## src/deq_pkg.sv

```systemverilog
// Shared constants, codes and types for the double-ended queue.
package deq_pkg;

  localparam int DATA_W    = 32;
  localparam int REQ_W     = 3;
  localparam int CNT_OUT_W = 5;
  localparam int STAT_W    = 2;
  localparam int DEPTH_DEF = 16;

  // Request codes; codes above REQ_STATUS behave as status only
  localparam logic [REQ_W-1:0] REQ_PUSH_BACK  = 3'd0;
  localparam logic [REQ_W-1:0] REQ_PUSH_FRONT = 3'd1;
  localparam logic [REQ_W-1:0] REQ_POP_FRONT  = 3'd2;
  localparam logic [REQ_W-1:0] REQ_POP_BACK   = 3'd3;
  localparam logic [REQ_W-1:0] REQ_CLEAR      = 3'd4;
  localparam logic [REQ_W-1:0] REQ_STATUS     = 3'd5;

  localparam logic [STAT_W-1:0] STAT_OK    = 2'd0;
  localparam logic [STAT_W-1:0] STAT_EMPTY = 2'd1;
  localparam logic [STAT_W-1:0] STAT_FULL  = 2'd2;

  typedef enum logic [2:0] {
    ST_IDLE  = 3'b001,
    ST_EXEC  = 3'b010,
    ST_FETCH = 3'b100
  } state_t;

  // Slot RAM strobes
  typedef struct packed {
    logic wr_en;
    logic rd_a_en;
    logic rd_b_en;
  } ram_ctl_t;

endpackage

```

## src/deq_in_if.sv

```systemverilog
// Request channel interface: valid/ready plus request payload.
interface deq_in_if;
  import deq_pkg::*;

  logic                     valid;
  logic                     ready;
  logic [REQ_W-1:0]         req_type;
  logic signed [DATA_W-1:0] push_value;

  modport source (output valid, req_type, push_value, input ready);
  modport sink   (input valid, req_type, push_value, output ready);
endinterface

```

## src/deq_out_if.sv

```systemverilog
// Result channel interface: valid/ready plus result payload.
interface deq_out_if;
  import deq_pkg::*;

  logic                     valid;
  logic                     ready;
  logic signed [DATA_W-1:0] popped_value;
  logic signed [DATA_W-1:0] front_value;
  logic signed [DATA_W-1:0] back_value;
  logic [CNT_OUT_W-1:0]     entry_count;
  logic [STAT_W-1:0]        status;

  modport source (output valid, popped_value, front_value, back_value, entry_count, status,
                  input ready);
  modport sink   (input valid, popped_value, front_value, back_value, entry_count, status,
                  output ready);
endinterface

```

## src/deq_slot_ram.sv

```systemverilog
// Slot RAM: one write port, two registered read ports with enables.
module deq_slot_ram #(
  parameter  int DEPTH = deq_pkg::DEPTH_DEF,
  localparam int IDX_W = $clog2(DEPTH)
) (
  input  logic                             clk,
  input  deq_pkg::ram_ctl_t                ctl,
  input  logic [IDX_W-1:0]                 wr_addr,
  input  logic [deq_pkg::DATA_W-1:0]       wr_data,
  input  logic [IDX_W-1:0]                 rd_a_addr,
  input  logic [IDX_W-1:0]                 rd_b_addr,
  output logic [deq_pkg::DATA_W-1:0]       rd_a_data,
  output logic [deq_pkg::DATA_W-1:0]       rd_b_data
);
  import deq_pkg::*;

  logic [DATA_W-1:0] mem [DEPTH];

  // Read-before-write on a same-address collision
  always_ff @(posedge clk) begin
    if (ctl.wr_en) begin
      mem[wr_addr] <= wr_data;
    end
    if (ctl.rd_a_en) begin
      rd_a_data <= mem[rd_a_addr];
    end
    if (ctl.rd_b_en) begin
      rd_b_data <= mem[rd_b_addr];
    end
  end

endmodule

```

## src/double_ended_queue_top.sv

```systemverilog
// Top level of the double-ended queue: sequencer, ring pointers and result register.
//
//   channel   | dir | handshake     | payload
//   ----------+-----+---------------+-----------------------------------------------
//   in_chan   | in  | valid / ready | req_type[2:0], push_value[31:0]
//   out_chan  | out | valid / ready | popped_value, front_value, back_value,
//             |     |               | entry_count[4:0], status[1:0]
//
// Each transaction runs through the steps accept (read the word a pop would remove),
// execute (ring update, write, read the new end words), fetch (load result).
// The steps follow from the registered read ports of the slot RAM, met twice.
// Synchronous active-low reset empties the queue; the RAM is not cleared.
// A held result stalls the fetch step, and no new request is taken until fetch moves on.
module double_ended_queue_top #(
  parameter int DEPTH = deq_pkg::DEPTH_DEF
) (
  input  logic      clk,
  input  logic      rst_n,
  deq_in_if.sink    in_chan,
  deq_out_if.source out_chan
);
  import deq_pkg::*;

  localparam int IDX_W = $clog2(DEPTH);
  localparam int CNT_W = $clog2(DEPTH + 1);
  localparam int SUM_W = IDX_W + 1;
  localparam logic [CNT_W-1:0] DEPTH_CNT = CNT_W'(DEPTH);
  localparam logic [IDX_W-1:0] IDX_LAST  = IDX_W'(DEPTH - 1);
  localparam logic [SUM_W-1:0] DEPTH_SUM = SUM_W'(DEPTH);

  // (base + off) mod DEPTH; base below DEPTH, off at most DEPTH, so one compare/subtract suffices
  function automatic logic [IDX_W-1:0] ring_add(input logic [IDX_W-1:0] base,
                                                input logic [SUM_W-1:0] off);
    logic [SUM_W-1:0] sum;
    sum = SUM_W'(base) + off;
    if (sum >= DEPTH_SUM) begin
      sum = sum - DEPTH_SUM;
    end
    return sum[IDX_W-1:0];
  endfunction

  state_t state_r, state_nxt;

  logic [IDX_W-1:0]  front_r, front_nxt;
  logic [CNT_W-1:0]  occ_r, occ_nxt;
  logic [REQ_W-1:0]  req_r;
  logic [DATA_W-1:0] val_r;
  logic [DATA_W-1:0] popped_r;
  logic [STAT_W-1:0] status_r, status_nxt;
  logic              fwd_front_r, fwd_back_r;
  logic              pop_ok;

  // Result register
  logic              out_valid_r;
  logic [DATA_W-1:0] out_popped_r, out_front_r, out_back_r;
  logic [CNT_W-1:0]  out_occ_r;
  logic [STAT_W-1:0] out_status_r;

  // RAM hookup
  ram_ctl_t          ram_ctl;
  logic              wr_en;
  logic [IDX_W-1:0]  wr_addr, rd_a_addr, rd_b_addr;
  logic [DATA_W-1:0] rd_a_data, rd_b_data;

  logic              in_fire;
  logic              out_free;
  logic [IDX_W-1:0]  back_idx;
  logic [IDX_W-1:0]  tail_idx;

  assign in_chan.ready = (state_r == ST_IDLE);
  assign in_fire       = in_chan.valid && in_chan.ready;
  assign out_free      = !out_valid_r || out_chan.ready;

  // End positions of the current ring
  assign back_idx = ring_add(front_r, SUM_W'(occ_r) - SUM_W'(1));
  assign tail_idx = ring_add(front_r, SUM_W'(occ_r));

  // Execute step: pointer update and write decision
  always_comb begin
    front_nxt  = front_r;
    occ_nxt    = occ_r;
    status_nxt = STAT_OK;
    pop_ok     = 1'b0;
    wr_en      = 1'b0;
    wr_addr    = tail_idx;
    case (req_r)
      REQ_PUSH_BACK: begin
        if (occ_r == DEPTH_CNT) begin
          status_nxt = STAT_FULL;
        end else begin
          wr_en   = 1'b1;
          occ_nxt = occ_r + CNT_W'(1);
        end
      end
      REQ_PUSH_FRONT: begin
        if (occ_r == DEPTH_CNT) begin
          status_nxt = STAT_FULL;
        end else begin
          front_nxt = (front_r == '0) ? IDX_LAST : front_r - IDX_W'(1);
          wr_addr   = front_nxt;
          wr_en     = 1'b1;
          occ_nxt   = occ_r + CNT_W'(1);
        end
      end
      REQ_POP_FRONT: begin
        if (occ_r == '0) begin
          status_nxt = STAT_EMPTY;
        end else begin
          pop_ok    = 1'b1;
          front_nxt = (front_r == IDX_LAST) ? '0 : front_r + IDX_W'(1);
          occ_nxt   = occ_r - CNT_W'(1);
        end
      end
      REQ_POP_BACK: begin
        if (occ_r == '0) begin
          status_nxt = STAT_EMPTY;
        end else begin
          pop_ok  = 1'b1;
          occ_nxt = occ_r - CNT_W'(1);
        end
      end
      REQ_CLEAR: begin
        front_nxt = '0;
        occ_nxt   = '0;
      end
      default: begin
      end
    endcase
    if (state_r != ST_EXEC) begin
      wr_en = 1'b0;
    end
  end

  // Port A: popped word on accept, new front on execute. Port B: new back.
  always_comb begin
    ram_ctl.wr_en   = wr_en;
    ram_ctl.rd_a_en = in_fire || (state_r == ST_EXEC);
    ram_ctl.rd_b_en = (state_r == ST_EXEC);
    rd_a_addr       = front_nxt;
    rd_b_addr       = ring_add(front_nxt, SUM_W'(occ_nxt) - SUM_W'(1));
    if (state_r == ST_IDLE) begin
      rd_a_addr = (in_chan.req_type == REQ_POP_BACK) ? back_idx : front_r;
    end
  end

  deq_slot_ram #(.DEPTH(DEPTH)) u_slot_ram (
    .clk       (clk),
    .ctl       (ram_ctl),
    .wr_addr   (wr_addr),
    .wr_data   (val_r),
    .rd_a_addr (rd_a_addr),
    .rd_b_addr (rd_b_addr),
    .rd_a_data (rd_a_data),
    .rd_b_data (rd_b_data)
  );

  always_comb begin
    state_nxt = state_r;
    unique case (state_r)
      ST_IDLE:  if (in_fire) state_nxt = ST_EXEC;
      ST_EXEC:  state_nxt = ST_FETCH;
      ST_FETCH: if (out_free) state_nxt = ST_IDLE;
      default:  state_nxt = ST_IDLE;
    endcase
  end

  // Control state
  always_ff @(posedge clk) begin
    if (!rst_n) begin
      state_r     <= ST_IDLE;
      front_r     <= '0;
      occ_r       <= '0;
      out_valid_r <= 1'b0;
    end else begin
      state_r <= state_nxt;
      if (state_r == ST_EXEC) begin
        front_r <= front_nxt;
        occ_r   <= occ_nxt;
      end
      if (state_r == ST_FETCH && out_free) begin
        out_valid_r <= 1'b1;
      end else if (out_chan.ready) begin
        out_valid_r <= 1'b0;
      end
    end
  end

  // Payload; forwarding covers a push that lands on an end word being read
  always_ff @(posedge clk) begin
    if (in_fire) begin
      req_r <= in_chan.req_type;
      val_r <= in_chan.push_value;
    end
    if (state_r == ST_EXEC) begin
      popped_r    <= pop_ok ? rd_a_data : '0;
      status_r    <= status_nxt;
      fwd_front_r <= wr_en && (wr_addr == rd_a_addr);
      fwd_back_r  <= wr_en && (wr_addr == rd_b_addr);
    end
    if (state_r == ST_FETCH && out_free) begin
      out_popped_r <= popped_r;
      out_front_r  <= (occ_r == '0) ? '0 : (fwd_front_r ? val_r : rd_a_data);
      out_back_r   <= (occ_r == '0) ? '0 : (fwd_back_r ? val_r : rd_b_data);
      out_occ_r    <= occ_r;
      out_status_r <= status_r;
    end
  end

  assign out_chan.valid        = out_valid_r;
  assign out_chan.popped_value = out_popped_r;
  assign out_chan.front_value  = out_front_r;
  assign out_chan.back_value   = out_back_r;
  assign out_chan.entry_count  = CNT_OUT_W'(out_occ_r);
  assign out_chan.status       = out_status_r;

endmodule
```

## src/flat_wrapper.sv

```systemverilog
// flat-port wrapper written by rule: the top's interface ports become plain ports
module double_ended_queue_top_flat import deq_pkg::*;
#(
  parameter int DEPTH = deq_pkg::DEPTH_DEF
)
  (clk, rst_n, in_chan_valid, in_chan_req_type, in_chan_push_value, in_chan_ready, out_chan_valid, out_chan_popped_value, out_chan_front_value, out_chan_back_value, out_chan_entry_count, out_chan_status, out_chan_ready);
  deq_in_if in_chan_i ();
  deq_out_if out_chan_i ();
  input  logic clk;
  input  logic rst_n;
  input wire logic [$bits(in_chan_i.valid)-1:0] in_chan_valid;
  input wire logic [$bits(in_chan_i.req_type)-1:0] in_chan_req_type;
  input wire logic [$bits(in_chan_i.push_value)-1:0] in_chan_push_value;
  output wire logic [$bits(in_chan_i.ready)-1:0] in_chan_ready;
  output wire logic [$bits(out_chan_i.valid)-1:0] out_chan_valid;
  output wire logic [$bits(out_chan_i.popped_value)-1:0] out_chan_popped_value;
  output wire logic [$bits(out_chan_i.front_value)-1:0] out_chan_front_value;
  output wire logic [$bits(out_chan_i.back_value)-1:0] out_chan_back_value;
  output wire logic [$bits(out_chan_i.entry_count)-1:0] out_chan_entry_count;
  output wire logic [$bits(out_chan_i.status)-1:0] out_chan_status;
  input wire logic [$bits(out_chan_i.ready)-1:0] out_chan_ready;
  assign in_chan_i.valid = in_chan_valid;
  assign in_chan_i.req_type = in_chan_req_type;
  assign in_chan_i.push_value = in_chan_push_value;
  assign in_chan_ready = in_chan_i.ready;
  assign out_chan_valid = out_chan_i.valid;
  assign out_chan_popped_value = out_chan_i.popped_value;
  assign out_chan_front_value = out_chan_i.front_value;
  assign out_chan_back_value = out_chan_i.back_value;
  assign out_chan_entry_count = out_chan_i.entry_count;
  assign out_chan_status = out_chan_i.status;
  assign out_chan_i.ready = out_chan_ready;
  double_ended_queue_top #(.DEPTH(DEPTH)) u_core (.clk(clk), .rst_n(rst_n), .in_chan(in_chan_i), .out_chan(out_chan_i));
endmodule
```

## config.mk

```make
export PLATFORM = sky130hd
export DESIGN_NAME = double_ended_queue_top_flat
export DESIGN_NICKNAME = d
export VERILOG_FILES = /design/src/deq_pkg.sv /design/src/deq_in_if.sv /design/src/deq_out_if.sv /design/src/deq_slot_ram.sv /design/src/double_ended_queue_top.sv /design/src/flat_wrapper.sv
export SDC_FILE = /design/constraint.sdc
export NUM_CORES = 1
export LEC_CHECK = 0
export BUFFER_PORTS_ARGS = -buffer_cell sky130_fd_sc_hd__buf_4
export CAP_MARGIN = 0
export CELL_PAD_IN_SITES_DETAIL_PLACEMENT = 0
export CELL_PAD_IN_SITES_GLOBAL_PLACEMENT = 1
export CORE_MARGIN = 3
export CORE_UTILIZATION = 48
export CTS_CLUSTER_SIZE = 30
export DETAILED_ROUTE_END_ITERATION = 10
export GPL_TIMING_DRIVEN = 0
export PLACE_DENSITY_LB_ADDON = 0.1
export SYNTH_ARGS = -nofsm -noshare
export SYNTH_HDL_FRONTEND = slang
export SYNTH_SLANG_ARGS = --single-unit
export TNS_END_PERCENT = 50
```

## constraint.sdc

```tcl
create_clock -name clk -period 4.4 [get_ports clk]
set_input_delay 0.44 -clock clk [delete_from_list [all_inputs] [get_ports clk]]
set_output_delay 0.44 -clock clk [all_outputs]
set_load 0.01 [all_outputs]
```

==> results.yml <==
finish:
  layout-drive-gt1-share_pct: 23.3
  post_layout_cell_count: 3471
  layout.nets: 2508
  area.growth.synth_to_final_pct: 18.8
  finish.utilization_pct: 58.0
  final_area_mm2: 0.0418
  fill_cells: 5503
cts:
  htreeDepth: 3
  clkLatencyLatePin_ps: 650
  clock_sinks: 763
  clock_tree.root_cell: "clkbuf_16"
  ctsLongestPathBuffers: 3
  clock_tree_from_tritoncts: "built"
  cts_inserted_buffers: 83
  clk_pin_slew_ps: 60
synth:
  count_of_flip_flops_with_a_built_in_enable_after_synthesis: 750
  synth-compound-area-share_pct: 11.0
  synth_cells: 2148
  yosys.area_share.xor_xnor_pct: 0.487
  synth-adder-area-share_pct: 0.705
  synth_mux_area_share_pct: 16.5
  yosys_register_bits: 763
  synthesis.area_mm2: 0.0352
  yosysWarningCount: 0
  yosys.area_share.simple_pct: 3.87
  synth_top_family_by_area: "multiplexers"
  avgSynthCellArea_um2: 16.4
  asyncSetResetFlopFracSynth_pct: 0
  ys_seq_area_share_pct: 64.8
  yosys.cell_types.count: 65
  number_of_nets_produced_by_synthesis: 2205
  synth_top_flop_cell: "edfxtp_1"
global_route:
  grt_max_degree: 67
  grt_antenna_before_repair: 5
  first_global_vias: 24200
  grt_util_all_layers_pct: 29.7
  grt_pass1_wl_um: 166000
  remaining_global_route_overflow: 0
timing:
  drv_slew: 0
  unrepaired_setup_endpoints_after_global_routing: "yes"
  worst_slew_pin_slew_ps: 1430
  finalWorstPathRequiredPeriod_ps: 4340
  timing.final.crit_share_pct: 98.6
  fin_worst_skew_ps: 31.9
  slew_headroom_pct: 4.72
  finalSetupViolCount: 0
  timing.fmax_mhz: 231
  fin_hold_ws_ps: 39.3
  report.final.hold_viol_count: 0
place:
  placedInstanceArea_mm2: 0.0380
  place_congestion: 0.862
  port-buffer-count: 143
  hpwlAfterDp_um: 78200
  post_place_cells: 3260
floorplanning:
  die-area_mm2: 0.0765
  core.rowCount: 98
  placeableCoreArea_mm2: 0.0720
  initial_cell_density_of_the_core_pct: 48.9
  die_y_um: 277
  num_io_pins: 144
  die_w_um: 277
worst_setup_path:
  timing.critical_path.mode_cell: "clkbuf_1"
  cp.buffers_inverters: 4
  cp_data_arrival_time_ps: 4820
  crit_type: "reg2reg"
  worst_setup_path_start_kind: "flop"
  setup.worst_path.end_class: "flop"
  crit_family: "buffers and inverters"
  max_stage_delay_on_crit_path_ps: 810
  worst-path-max-fanout: 10
  worstPathCellList: "buf_4 -> inv_1 -> fa_1 -> nor2_1 -> a211oi_4 -> clkbuf_1 -> clkbuf_1 -> a221oi_1 -> o221ai_1 -> and4_1"
  slowest_stage: "clkbuf_1"
  required_ps: 4880
power:
  cellPowerDensity_mw_per_mm2: 471
  ir_worst_vdd_uv: 327
  leakagePower_uw: 0.0141
  total_power_uw: 19700
routing:
  drt_pass1_iterations: 5
  ant_nets_after_route: 0
  drcViolationCount: 0
  routed_wirelength_um: 115000
  wire_per_inst_um: 33.2
  num_vias: 24000
  dr.first_iter.drc_count: 3283
  drt-vias-per-instance: 6.90
run_status:
  outcome: "finished, final reports clean"
worst_hold_path:
  hold_crit_path_type: "in2reg"
flow_run:
  total_of_max_cap_violations: 0
-- synthesized netlist by cell type, drive strengths merged (2+ instances only) --
library cell,instances,area [um^2]
and4,33,289
mux4,129,2910
and3,37,231
o221ai,129,1130
inv,15,56.3
o21bai,2,15.0
a21oi,17,88.8
ha,15,188
nor2b,3,18.8
nand2,22,82.6
o31a,2,17.5
and2,2,12.5
xor2,6,52.6
xnor2,11,96.3
buf,54,283
or3b,3,26.3
fa,3,60.1
a31oi,4,25.0
nand3b,3,22.5
clkinv,2,7.51
dfxtp,13,260
nor3,8,40.0
nor3b,5,37.5
a221oi,256,2240
nand3,10,50.1
nor2,110,415
o21ai,13,65.1
nor4,2,12.5
o21a,5,37.5
o311ai,2,17.5
a211oi,8,60.1
o211ai,4,30.0
mux2i,291,2910
edfxtp,750,22500
a32oi,3,26.3
clkbuf,148,556
nand2b,6,37.5
-- through the flow --
step                      setup slack, ps  setup TNS (ps)
after floorplan                       204               0
after global placement              -2200        -1183910
after detailed placement            -1600          -74800
after CTS                           -9.97           -9.97
after global routing                -47.1            -259
final                                62.0               0
-- report_power, final --
group / leakage [uW] / internal [uW] / switching, uW
Sequential: 0.00692 / 8190 / 143
Clock: 0.00132 / 4070 / 2930
Combinational: 0.00589 / 1690 / 2660
-- state kept, by name (all words and copies together), names as in the netlist, 3 cells and up, named ones only --
signal	cells
u_core.front_r	4
u_core.occ_r	4
u_core.out_chan.back_value	32
u_core.out_chan.entry_count	5
u_core.out_chan.front_value	32
u_core.out_chan.popped_value	32
u_core.popped_r	32
u_core.req_r	3
u_core.state_r	3
u_core.u_slot_ram.mem	512
u_core.u_slot_ram.rd_a_data	32
u_core.u_slot_ram.rd_b_data	32
u_core.val_r	32
-- what timing repair did --
action                     CTS  global route
resized for setup          118            41
pin swaps                    2             4
hold endpoints to repair    35             0
cloned                       2             0
setup buffers               18             4
hold buffers                35             0
setup endpoints to repair  159            66
-- metal layers --
metal	share of wire [%]	wire, um	global-route usage (%)	vias up
met5	0.042	49	0	-
met2	46	53400	46.8	1487
met4	4.5	5190	13.3	8
met1	40	45700	40.2	12300
li1	-	-	-	9843
met3	9.6	11000	5.99	294
-- final timing paths --
| check | startpoint | to | slack, ps | depth (start not counted) |
|---|---|---|---|---|
| worst min-delay path | rst_n | u_core.state_r[0] | 40 | 2 |
| worst min register to register | u_core.popped_r[11] | u_core.out_chan.popped_value[11] | 410 | 0 |
| worst max-delay path | u_core.front_r[1] | u_core.u_slot_ram.rd_a_data[18] | 60 | 10 |
| worst max register to register | u_core.front_r[1] | u_core.u_slot_ram.rd_a_data[18] | 60 | 10 |
-- logic make-up after synthesis --
logic type | after synthesis
mux | 420
simple gates | 252
buf+inv | 219
compound gates | 458
flops | 763
xor+xnor | 18
fa+ha+maj | 18
-- area by class of cell --
type                       count  area (um^2)  share of cell area, %
multi-input combinational   1166        11900                   28.4
tap                          950         1190                   2.85
sequential                   763        22800                   54.6
clock inverter                49          465                   1.11
antenna                        1         2.50                0.00599
buffer                       200         1030                   2.47
clock buffer                 105         2260                   5.42
timing repair buffer         220         2080                   4.98
inverter                      17         67.6                  0.162
-- cell usage in the layout (no fill, tap or decap), types with 14 or more instances in the layout --
cell type,synthesis,layout
edfxtp_1,750,750
mux2i_1,291,272
a221oi_1,256,256
buf_4,1,162
o221ai_1,129,129
mux4_2,129,129
clkbuf_1,148,115
nor2_1,109,93
clkbuf_16,0,87
and3_1,37,36
dlygate4sd3_1,0,35
and4_1,33,33
buf_2,31,31
clkbuf_2,0,25
nand2_1,22,22
clkinv_1,2,20
buf_12,0,20
clkbuf_4,0,18
nor2_4,0,16
buf_1,17,14
Power figures use the tool's default switching activity.
